[config.mk]
export PLATFORM = sky130hd
export DESIGN_NAME = top_k_score_selector_top
export DESIGN_NICKNAME = d
export VERILOG_FILES = /design/src/rtl/core/tksel_pkg.sv /design/src/rtl/core/tksel_front.sv /design/src/rtl/core/tksel_queue.sv /design/src/rtl/core/tksel_back.sv /design/src/rtl/core/top_k_score_selector_top.sv
export SDC_FILE = /design/constraint.sdc
export NUM_CORES = 2
export LEC_CHECK = 0
export ABC_AREA = 1
export BUFFER_PORTS_ARGS = -buffer_cell sky130_fd_sc_hd__buf_2
export CORE_MARGIN = 1.5
export CORE_UTILIZATION = 50
export DETAILED_ROUTE_END_ITERATION = 10
export PLACE_DENSITY_LB_ADDON = 0.05
export SYNTH_ARGS = -nofsm -noshare
export SYNTH_HDL_FRONTEND = slang
export SYNTH_HIERARCHICAL = 1
export SYNTH_SLANG_ARGS = --single-unit
[constraint.sdc]
create_clock -name clk -period 7.3 [get_ports clk]
set_clock_uncertainty 0.05 [all_clocks]
set_input_delay 0.73 -clock clk [delete_from_list [all_inputs] [get_ports clk]]
set_output_delay 0.73 -clock clk [all_outputs]
set_load 0.005 [all_outputs]
[src/rtl/core/tksel_pkg.sv]
package tksel_pkg;

  localparam int SCORE_W         = 32;
  localparam int CLASS_ID_W      = 10;
  localparam int RANK_W          = 4;
  localparam int TOPK_W          = 5;
  localparam int TOPK_MAX_DEF    = 16;
  localparam int MAX_CLASSES_DEF = 1024;
  localparam int QUEUE_DEPTH     = 2;

  localparam logic [TOPK_W-1:0] TOPK_RESET = TOPK_W'(5);

  typedef logic signed [SCORE_W-1:0] score_t;
  typedef logic [CLASS_ID_W-1:0]     class_id_t;

  typedef struct packed {
    score_t    score;
    class_id_t id;
    logic      keep;
    logic      last;
  } item_t;

  typedef struct packed {
    score_t    score;
    class_id_t id;
  } cell_t;

  typedef enum logic {
    ST_COLLECT,
    ST_EMIT
  } state_t;

endpackage

[src/rtl/core/tksel_front.sv]
module tksel_front #(
  parameter int MAX_CLASSES = tksel_pkg::MAX_CLASSES_DEF
) (
  input  logic                     clk,
  input  logic                     rst_n,
  input  logic                     in_valid,
  output logic                     in_stall,
  input  tksel_pkg::score_t        in_score,
  input  logic                     in_last_score,
  input  logic                     q_full,
  output logic                     q_push,
  output tksel_pkg::item_t         q_item
);
  import tksel_pkg::*;

  localparam int CNT_W = $clog2(MAX_CLASSES + 1);

  logic [CNT_W-1:0] cnt_r;
  logic [CNT_W-1:0] cnt_nxt;
  logic             keep;

  assign in_stall = q_full;
  assign q_push   = in_valid && !q_full;
  assign keep     = cnt_r < CNT_W'(MAX_CLASSES);

  assign q_item.score = in_score;
  assign q_item.id    = CLASS_ID_W'(cnt_r);
  assign q_item.keep  = keep;
  assign q_item.last  = in_last_score;

  always_comb begin
    cnt_nxt = cnt_r;
    if (q_push) begin
      if (in_last_score) begin
        cnt_nxt = '0;
      end else if (keep) begin
        cnt_nxt = cnt_r + CNT_W'(1);
      end
    end
  end

  always_ff @(posedge clk) begin
    if (!rst_n) begin
      cnt_r <= '0;
    end else begin
      cnt_r <= cnt_nxt;
    end
  end

endmodule

[src/rtl/core/tksel_queue.sv]
module tksel_queue (
  input  logic              clk,
  input  logic              rst_n,
  input  logic              push,
  input  tksel_pkg::item_t  push_item,
  output logic              full,
  input  logic              pop,
  output logic              valid,
  output tksel_pkg::item_t  head
);
  import tksel_pkg::*;

  localparam int PTR_W = $clog2(QUEUE_DEPTH);
  localparam int CNT_W = $clog2(QUEUE_DEPTH + 1);

  item_t            mem_r [QUEUE_DEPTH];
  logic [PTR_W-1:0] wr_ptr_r;
  logic [PTR_W-1:0] rd_ptr_r;
  logic [CNT_W-1:0] cnt_r;
  logic [PTR_W-1:0] wr_ptr_nxt;
  logic [PTR_W-1:0] rd_ptr_nxt;
  logic [CNT_W-1:0] cnt_nxt;
  logic             do_push;
  logic             do_pop;

  assign full    = cnt_r == CNT_W'(QUEUE_DEPTH);
  assign valid   = cnt_r != '0;
  assign head    = mem_r[rd_ptr_r];
  assign do_push = push && !full;
  assign do_pop  = pop && valid;

  always_comb begin
    wr_ptr_nxt = wr_ptr_r;
    rd_ptr_nxt = rd_ptr_r;
    cnt_nxt    = cnt_r;
    if (do_push) begin
      wr_ptr_nxt = (wr_ptr_r == PTR_W'(QUEUE_DEPTH - 1)) ? '0 : wr_ptr_r + PTR_W'(1);
    end
    if (do_pop) begin
      rd_ptr_nxt = (rd_ptr_r == PTR_W'(QUEUE_DEPTH - 1)) ? '0 : rd_ptr_r + PTR_W'(1);
    end
    if (do_push && !do_pop) begin
      cnt_nxt = cnt_r + CNT_W'(1);
    end else if (do_pop && !do_push) begin
      cnt_nxt = cnt_r - CNT_W'(1);
    end
  end

  always_ff @(posedge clk) begin
    if (!rst_n) begin
      wr_ptr_r <= '0;
      rd_ptr_r <= '0;
      cnt_r    <= '0;
    end else begin
      wr_ptr_r <= wr_ptr_nxt;
      rd_ptr_r <= rd_ptr_nxt;
      cnt_r    <= cnt_nxt;
    end
  end

  always_ff @(posedge clk) begin
    if (do_push) begin
      mem_r[wr_ptr_r] <= push_item;
    end
  end

endmodule

[src/rtl/core/tksel_back.sv]
module tksel_back #(
  parameter int TOPK_MAX = tksel_pkg::TOPK_MAX_DEF
) (
  input  logic                             clk,
  input  logic                             rst_n,
  input  logic                             q_valid,
  input  tksel_pkg::item_t                 q_entry,
  output logic                             q_pop,
  input  logic [tksel_pkg::TOPK_W-1:0]     top_k,
  output logic                             out_valid,
  input  logic                             out_stall,
  output tksel_pkg::class_id_t             out_class_id,
  output tksel_pkg::score_t                out_confidence,
  output logic [tksel_pkg::RANK_W-1:0]     out_rank,
  output logic                             out_last_result
);
  import tksel_pkg::*;

  localparam int FILL_W = $clog2(TOPK_MAX + 1);
  localparam int KW     = (FILL_W > TOPK_W) ? FILL_W : TOPK_W;

  state_t            state_r;
  state_t            state_nxt;
  logic [FILL_W-1:0] fill_r;
  logic [FILL_W-1:0] fill_nxt;
  logic [FILL_W-1:0] left_r;
  logic [FILL_W-1:0] left_nxt;
  logic [FILL_W-1:0] rank_r;
  logic [FILL_W-1:0] rank_nxt;
  cell_t             cell_r     [TOPK_MAX];
  cell_t             cell_nxt   [TOPK_MAX];
  cell_t             ins_cell   [TOPK_MAX];
  cell_t             shift_cell [TOPK_MAX];
  cell_t             new_cell;
  logic [TOPK_MAX-1:0] gt;

  logic              out_valid_r;
  logic              out_valid_nxt;
  class_id_t         out_class_id_r;
  class_id_t         out_class_id_nxt;
  score_t            out_confidence_r;
  score_t            out_confidence_nxt;
  logic [RANK_W-1:0] out_rank_r;
  logic [RANK_W-1:0] out_rank_nxt;
  logic              out_last_r;
  logic              out_last_nxt;

  logic              do_ins;
  logic [FILL_W-1:0] fill_ins;
  logic [FILL_W-1:0] fill_after;
  logic [KW-1:0]     k_ext;
  logic [KW-1:0]     fill_ext;
  logic [FILL_W-1:0] n_emit;

  assign out_valid       = out_valid_r;
  assign out_class_id    = out_class_id_r;
  assign out_confidence  = out_confidence_r;
  assign out_rank        = out_rank_r;
  assign out_last_result = out_last_r;

  assign new_cell.score = q_entry.score;
  assign new_cell.id    = q_entry.id;

  for (genvar i = 0; i < TOPK_MAX; i++) begin : g_cell
    assign gt[i] = (FILL_W'(i) < fill_r) && (cell_r[i].score > q_entry.score);
    if (i == 0) begin : g_first
      assign ins_cell[i] = gt[i] ? cell_r[i] : new_cell;
    end else begin : g_rest
      assign ins_cell[i] = gt[i]     ? cell_r[i] :
                           gt[i - 1] ? new_cell :
                                       cell_r[i - 1];
    end
    if (i == TOPK_MAX - 1) begin : g_tail
      assign shift_cell[i] = cell_r[i];
    end else begin : g_body
      assign shift_cell[i] = cell_r[i + 1];
    end
  end

  assign do_ins     = q_valid && q_entry.keep && !gt[TOPK_MAX - 1];
  assign fill_ins   = (fill_r == FILL_W'(TOPK_MAX)) ? fill_r : fill_r + FILL_W'(1);
  assign fill_after = do_ins ? fill_ins : fill_r;
  assign k_ext      = (KW'(top_k) > KW'(TOPK_MAX)) ? KW'(TOPK_MAX) : KW'(top_k);
  assign fill_ext   = KW'(fill_after);
  assign n_emit     = FILL_W'((k_ext < fill_ext) ? k_ext : fill_ext);

  always_comb begin
    state_nxt          = state_r;
    fill_nxt           = fill_r;
    left_nxt           = left_r;
    rank_nxt           = rank_r;
    cell_nxt           = cell_r;
    out_valid_nxt      = out_valid_r && out_stall;
    out_class_id_nxt   = out_class_id_r;
    out_confidence_nxt = out_confidence_r;
    out_rank_nxt       = out_rank_r;
    out_last_nxt       = out_last_r;
    q_pop              = 1'b0;
    case (state_r)
      ST_COLLECT: begin
        q_pop = q_valid;
        if (q_valid) begin
          if (do_ins) begin
            cell_nxt = ins_cell;
            fill_nxt = fill_ins;
          end
          if (q_entry.last) begin
            if (n_emit == '0) begin
              fill_nxt = '0;
            end else begin
              state_nxt = ST_EMIT;
              left_nxt  = n_emit;
              rank_nxt  = '0;
            end
          end
        end
      end
      ST_EMIT: begin
        if (!out_valid_r || !out_stall) begin
          out_valid_nxt      = 1'b1;
          out_class_id_nxt   = cell_r[0].id;
          out_confidence_nxt = cell_r[0].score;
          out_rank_nxt       = RANK_W'(rank_r);
          out_last_nxt       = left_r == FILL_W'(1);
          cell_nxt           = shift_cell;
          rank_nxt           = rank_r + FILL_W'(1);
          left_nxt           = left_r - FILL_W'(1);
          if (left_r == FILL_W'(1)) begin
            state_nxt = ST_COLLECT;
            fill_nxt  = '0;
          end
        end
      end
      default: begin
        state_nxt = ST_COLLECT;
      end
    endcase
  end

  always_ff @(posedge clk) begin
    if (!rst_n) begin
      state_r     <= ST_COLLECT;
      fill_r      <= '0;
      left_r      <= '0;
      rank_r      <= '0;
      out_valid_r <= 1'b0;
    end else begin
      state_r     <= state_nxt;
      fill_r      <= fill_nxt;
      left_r      <= left_nxt;
      rank_r      <= rank_nxt;
      out_valid_r <= out_valid_nxt;
    end
  end

  always_ff @(posedge clk) begin
    cell_r           <= cell_nxt;
    out_class_id_r   <= out_class_id_nxt;
    out_confidence_r <= out_confidence_nxt;
    out_rank_r       <= out_rank_nxt;
    out_last_r       <= out_last_nxt;
  end

endmodule

[src/rtl/core/top_k_score_selector_top.sv]
// Streaming top-k score selector.
// Input channel (in_valid / in_stall): one signed Q16.16 class score per
// transfer, in class-index order; in_last_score marks the final score of a
// frame. Scores after MAX_CLASSES in a frame are dropped, but their last
// mark still closes the frame.
// Result channel (out_valid / out_stall): on frame close, min(top_k, scores
// kept) results, best first, one per transfer, with class_id, confidence,
// rank and out_last_result on the final one. Equal scores put the higher
// class index first.
// Configuration (cfg_valid / cfg_ready): writes top_k; cfg_ready is always
// high. Write only while the block is idle. Values above TOPK_MAX act as
// TOPK_MAX; zero closes frames with no results.
// Throughput: one score per cycle while collecting, set by the compare
// chain of TOPK_MAX cells that inserts a score per cycle. While a frame's
// results drain, the two-entry queue keeps taking scores, then in_stall
// rises. The first result is valid once the closing score has passed the
// queue, the switch to the emit state and the output register.
// Reset: list and class count empty, top_k = 5, no result pending.
// A stalled result holds; the list stops draining until it is taken.
module top_k_score_selector_top #(
  parameter int TOPK_MAX    = tksel_pkg::TOPK_MAX_DEF,
  parameter int MAX_CLASSES = tksel_pkg::MAX_CLASSES_DEF
) (
  input  logic                         clk,
  input  logic                         rst_n,
  input  logic                         in_valid,
  output logic                         in_stall,
  input  tksel_pkg::score_t            in_score,
  input  logic                         in_last_score,
  output logic                         out_valid,
  input  logic                         out_stall,
  output tksel_pkg::class_id_t         out_class_id,
  output tksel_pkg::score_t            out_confidence,
  output logic [tksel_pkg::RANK_W-1:0] out_rank,
  output logic                         out_last_result,
  input  logic                         cfg_valid,
  output logic                         cfg_ready,
  input  logic [tksel_pkg::TOPK_W-1:0] cfg_top_k
);
  import tksel_pkg::*;

  logic              cfg_wr;
  logic [TOPK_W-1:0] top_k_r;
  logic              q_full;
  logic              q_push;
  item_t             q_item;
  logic              q_pop;
  logic              q_valid;
  item_t             q_head;

  assign cfg_ready = 1'b1;
  assign cfg_wr    = cfg_valid && cfg_ready;

  always_ff @(posedge clk) begin
    if (!rst_n) begin
      top_k_r <= TOPK_RESET;
    end else if (cfg_wr) begin
      top_k_r <= cfg_top_k;
    end
  end

  tksel_front #(
    .MAX_CLASSES (MAX_CLASSES)
  ) u_front (
    .clk           (clk),
    .rst_n         (rst_n),
    .in_valid      (in_valid),
    .in_stall      (in_stall),
    .in_score      (in_score),
    .in_last_score (in_last_score),
    .q_full        (q_full),
    .q_push        (q_push),
    .q_item        (q_item)
  );

  tksel_queue u_queue (
    .clk       (clk),
    .rst_n     (rst_n),
    .push      (q_push),
    .push_item (q_item),
    .full      (q_full),
    .pop       (q_pop),
    .valid     (q_valid),
    .head      (q_head)
  );

  tksel_back #(
    .TOPK_MAX (TOPK_MAX)
  ) u_back (
    .clk             (clk),
    .rst_n           (rst_n),
    .q_valid         (q_valid),
    .q_entry         (q_head),
    .q_pop           (q_pop),
    .top_k           (top_k_r),
    .out_valid       (out_valid),
    .out_stall       (out_stall),
    .out_class_id    (out_class_id),
    .out_confidence  (out_confidence),
    .out_rank        (out_rank),
    .out_last_result (out_last_result)
  );

endmodule

======== Yosys cells after proc, flatten, opt, wreduce, memory -nomap -nowiden ========
Memory sizes are Yosys's and may differ from the RTL's. A register that Yosys moved wholly into a read port is not among the register bits.
Index checks and enable logic that the tools add are counted.
Widths: inputs -> output; s select.
storage, ports and cells
  bits in registers ....................... 756
  memory bits (writable) .................. 88
  input port bits ......................... 43
  output and inout bits ................... 50
  word-level logic and storage cells ...... 245
  memories ................................ 1
operators by class
  add/sub/neg operators ................... 8
  order comparisons ....................... 35
  equality and inequality tests ........... 25
  multiplexer cells ....................... 74
  bitwise gates (word level) .............. 1
  reductions and logical operators ........ 55
memory list
  name           depth  width  rd ports  clocked after Yosys merged registers in  wr ports  RTL line           source
  u_queue.mem_r  2      44     1         1                                        1         tksel_queue.sv:16  item_t mem_r [QUEUE_DEPTH];
operators by type and width
  kind                   count
  $mux 672               3
  $pmux 672 s2           1
  $mux 42                31
  $gt 32x32->1           16
  $mux 5                 17
  $reduce_and 4->1       17
  $lt 4x5->1 const A     8
  $ne 2x2->1 const B     20
  $pmux 5 s2             3
  $logic_and 1x1->1      24
  $mux 11                2
  $lt 3x5->1 const A     4
  $mux 1                 14
  $add 11x1->11 const B  1
  $lt 11x11->1 const B   1
  $add 5x1->5 const B    2
  $lt 1x5->1 const A     2
  $lt 2x5->1 const A     2
  $logic_not 1->1        6
  $reduce_bool 2->1      3
  $eq 5x1->1 const B     1
  $eq 5x5->1 const B     1
  $gt 5x5->1 const B     1
  $logic_not 5->1        1
  13 further kinds       17

======== Longest topological paths before layout ========
  depth in word-level cells ............... 12
  mapped depth ............................ 39
  mapped depth without buffers ............ 36

======== Modules after synthesis ========
The synthesis kept the hierarchy.
modules (own cells, without submodules)
  module                    instances  cells each  area an instance (µm²)  sequential area each (µm²)
  tksel_back                1          5383        47573.1                 21911.0
  tksel_queue               1          174         3624.7                  2742.6
  tksel_front               1          138         980.9                   220.2
  top_k_score_selector_top  1          30          215.2                   100.1

======== Worst setup path before layout ========
Ideal clock, no wire load.
  kind .................................... input to register
  start ................................... in out_stall
  end ..................................... reg u_back/cell_r[588] (netlist name) (enable)
  setup time .............................. 455 ps
  arrival ................................. 5618 ps
  data required time ...................... 6795 ps
  path slack .............................. 1177 ps
  stages on the path ...................... 7
  path through ............................ nand2_1 -> inv_1 -> nor2_1 -> inv_1 -> nand2_1 -> o21ai_1 -> a21oi_1
on the way
  longest elaborated chain between the ends .. 4
ends and longest elaborated chain
  item                               RTL line                        source
  from (decl)                        top_k_score_selector_top.sv:31  input logic out_stall,
  $logic_not 1->1                    tksel_back.sv:119               if (!out_valid_r || !out_stall) begin
  $logic_or 1x1->1                   tksel_back.sv:119
  $ne 2x2->1 (no source line)        --
  $reduce_and 4->1 (no source line)  --
  to (signal assigned)               tksel_back.sv:157               cell_r <= cell_nxt;
  to (decl)                          tksel_back.sv:30                cell_t cell_r [TOPK_MAX];
No other way between the ends.
A chain may end at the register's enable or synchronous reset.

==> flow_summary_export.csv <==
group,metric,value,unit
detailed_routing,post_drt_wl_per_cell,21.98,um
grt,grt_pass1_wl,239400,um
die,start_util,0.5055,
pwr,p_int,17.49,mW
synth,netlist_instances,5725,
synth,synth.cell_area,52390,um^2
synth,synth_top_flop_cell,"edfxtp_1",
pwr,finalPower,31.87,mW
job,drv_cap,0,
synth,ys_async_sr_fraction,0,
critical_path,startpoint_type,"flip-flop",
pwr,combPwrFrac,0.510,
layout,fill_cells,9507,
timing,drv_slew,0,
place,placed_cells,6904,
layout,fin_cells,7094,
synth,ys_ff_latch,844,
clock_tree,cts_tree,"done",
die,num_rows,118,
detailed_routing,num_vias,41660,
synth,ys_types,61,
critical_path,critical_path_class,"reg -> reg",
layout,nets,6191,
critical_path,cp.required,7560,ps
detailed_routing,drt_iter0_drc,4444,
grt,grt_pass1_vias,39640,
detailed_routing,first_pass_iters,6,
synth,avgSynthCellArea,9.152,um^2
die,io_pins,93,
clock_tree,clkSlewWorstSetupHoldPaths,60,ps
die,die_w,326.7,um
clock_tree,clk_path_buf_depth,3,
die,design.core.area,103600,um^2
layout,seqCellArea,24980,um^2
pwr,ir_drop,321.9,uV
layout,drive_gt1_frac,0.08282,
layout,multi_input_area,23040,um^2
place,portBuffers,91,
clock_tree,insertion_delay,690,ps
detailed_routing,finalWirelength,155900,um
pwr,powerDensity,558.7,nW/um^2
pwr,p_clk_frac,0.157,
layout,syn_to_final_growth,8.874,%
timing,period_needed,5649,ps
hold_path,hp-class,"in -> reg",
layout,final_cell_mix,"o21ai_0, edfxtp_1, a21oi_1",
layout,design_area,57040,um^2
timing,period_share,0.7739,
grt,grt_max_degree,202,
critical_path,endpoint_kind,"flip-flop",
place,placed_cell_area,53790,um^2
clock_tree,cts_hold_buf,0,
die,die_area,106700,um^2
pwr,switching_share,0.4512,
synth,yosysWarnings,6,
clock_tree,clkSinkCount,844,
critical_path,critPathArrivalTime,5910,ps
timing,final.setup.tns,0,ps
pwr,p_switching,14.38,mW
detailed_routing,vias_per_cell,5.872,
clock_tree,cts_setup_buffers,0,
die,die_h,326.7,um
timing,max-slew-margin-rel,0.1837,
grt,grt_overflow_total,0,
clock_tree,root_buffer,"clkbuf_16",
grt,antenna_found_initial,3,
synth,syn-num-nets,6290,
synth,synth_seq_area_share,0.4767,
timing,tightest_slew,1224,ps
layout,postLayoutCoreUtil,0.5504,
clock_tree,numCtsBuffers,100,
clock_tree,cts-htree-levels,3,
timing,setup_slack,1651,ps
synth,synth-edff-count,807,
detailed_routing,ant_nets,0,
grt,track_usage,0.2885,
critical_path,cp_max_fo,34,
timing,rsz0062_at_grt,"no",
timing,final_hold_viol_count,0,
clock_tree,cts-resized-gates,0,
pwr,leakagePower,23.53,nW
timing,max_freq,0.1770,GHz
pwr,seqPwrFrac,0.333,
place,pre_cts_ws,1650,ps
place,gp_congestion,0.8635,
layout,layout_commonest_cell,"o21ai_0",
detailed_routing,route.detailed.drc,0,
status,outcome,"complete, no violations",
timing,setup_viol,0,
place,hpwlAfterDp,110400,um
timing,whs,182.0,ps
cell type report:
cell class | count | area share
Inverter | 764 | 0.05045
Tap cell | 1380 | 0.03027
Sequential cell | 844 | 0.4379
Antenna cell | 3 | 0.0001316
Clock inverter | 67 | 0.009914
Clock buffer | 120 | 0.04700
Multi-Input combinational cell | 3737 | 0.4039
Timing Repair Buffer | 179 | 0.02044
metal layers:
layer  global-route usage  wire [um]
met5                    0         33
met4              0.06804       3101
met3              0.03571      11260
met2               0.4289      67290
met1               0.4455      74210
state kept, by name (all words and copies together) (netlist names), 2 cells and up, named ones only:
| register | flops |
|---|---|
| u_queue/mem_r | 88 |
| u_back/left_r | 5 |
| u_front/cnt_r | 11 |
| top_k_r | 5 |
| u_back/rank_r | 4 |
| u_back/cell_r | 672 |
| u_back/out_class_id | 10 |
| u_back/out_rank | 4 |
| u_queue/cnt_r | 2 |
| u_back/fill_r | 5 |
| u_back/out_confidence | 32 |
worst max-delay path, cell delays in order (launching register included):
cell       delay, ps
dfxtp_2          370
buf_4            320
mux2_2           540
inv_1            620
ha_1             270
nand2_1           50
inv_1             70
nand3_1          110
nor3_1           500
o21ai_0          310
o2111ai_1        210
nand2_1          150
a21o_1           200
nand3_2           70
inv_1            350
a21oi_4          450
buf_4            540
logic make-up (layout without fill, tap and decap cells):
group	count (synthesis)	count (layout)	share of synthesized area
fa+ha+maj	522	522	0.1247
compound gates	2215	2215	0.2187
flops	844	844	0.4767
mux	44	44	0.01232
buf+inv	1144	1130	0.08779
other cells	1	4	0.00007157
simple gates	950	950	0.07900
xor+xnor	5	5	0.0008358
synthesized netlist by cell type (48+ instances only):
library cell / count / area [um^2]
o21ai_0: 1265 / 6331
nand3_1: 92 / 460.4
nand2_1: 479 / 1798
buf_4: 48 / 360.4
inv_1: 756 / 2838
edfxtp_1: 807 / 24230
clkbuf_1: 274 / 1028
o22ai_1: 82 / 513.0
ha_1: 522 / 6531
nor2_1: 221 / 829.6
nand4_1: 48 / 300.3
a21oi_1: 760 / 3804
worst paths after layout:
kind / slack (ps) / cells past startpoint / end / startpoint
worst max-delay path: 1650 / 16 / u_back/cell_r[592]$_DFFE_PP_ / flip-flop
worst min-delay path: 180 / 1 / u_queue/mem_r[0][16]$_DFFE_PP_ / in_score[4]
worst max register to register: 1650 / 16 / u_back/cell_r[592]$_DFFE_PP_ / flip-flop
worst min register to register: 400 / 0 / u_back/out_class_id[7]$_DFFE_PP_ / u_back/cell_r[637]$_DFFE_PP_
power groups by stage:
| stage | Clock, mW | Combinational, mW | Sequential [mW] |
|---|---|---|---|
| floorplan | 0 | 11.0 | 10.3 |
| global placement | 0 | 15.7 | 10.6 |
| detailed placement | 0 | 16.0 | 10.7 |
| CTS | 5.11 | 16.1 | 10.6 |
| global route | 5.28 | 18.4 | 10.9 |
| finish | 5.01 | 16.3 | 10.6 |
No activity file was read; power rests on OpenSTA's default activity.
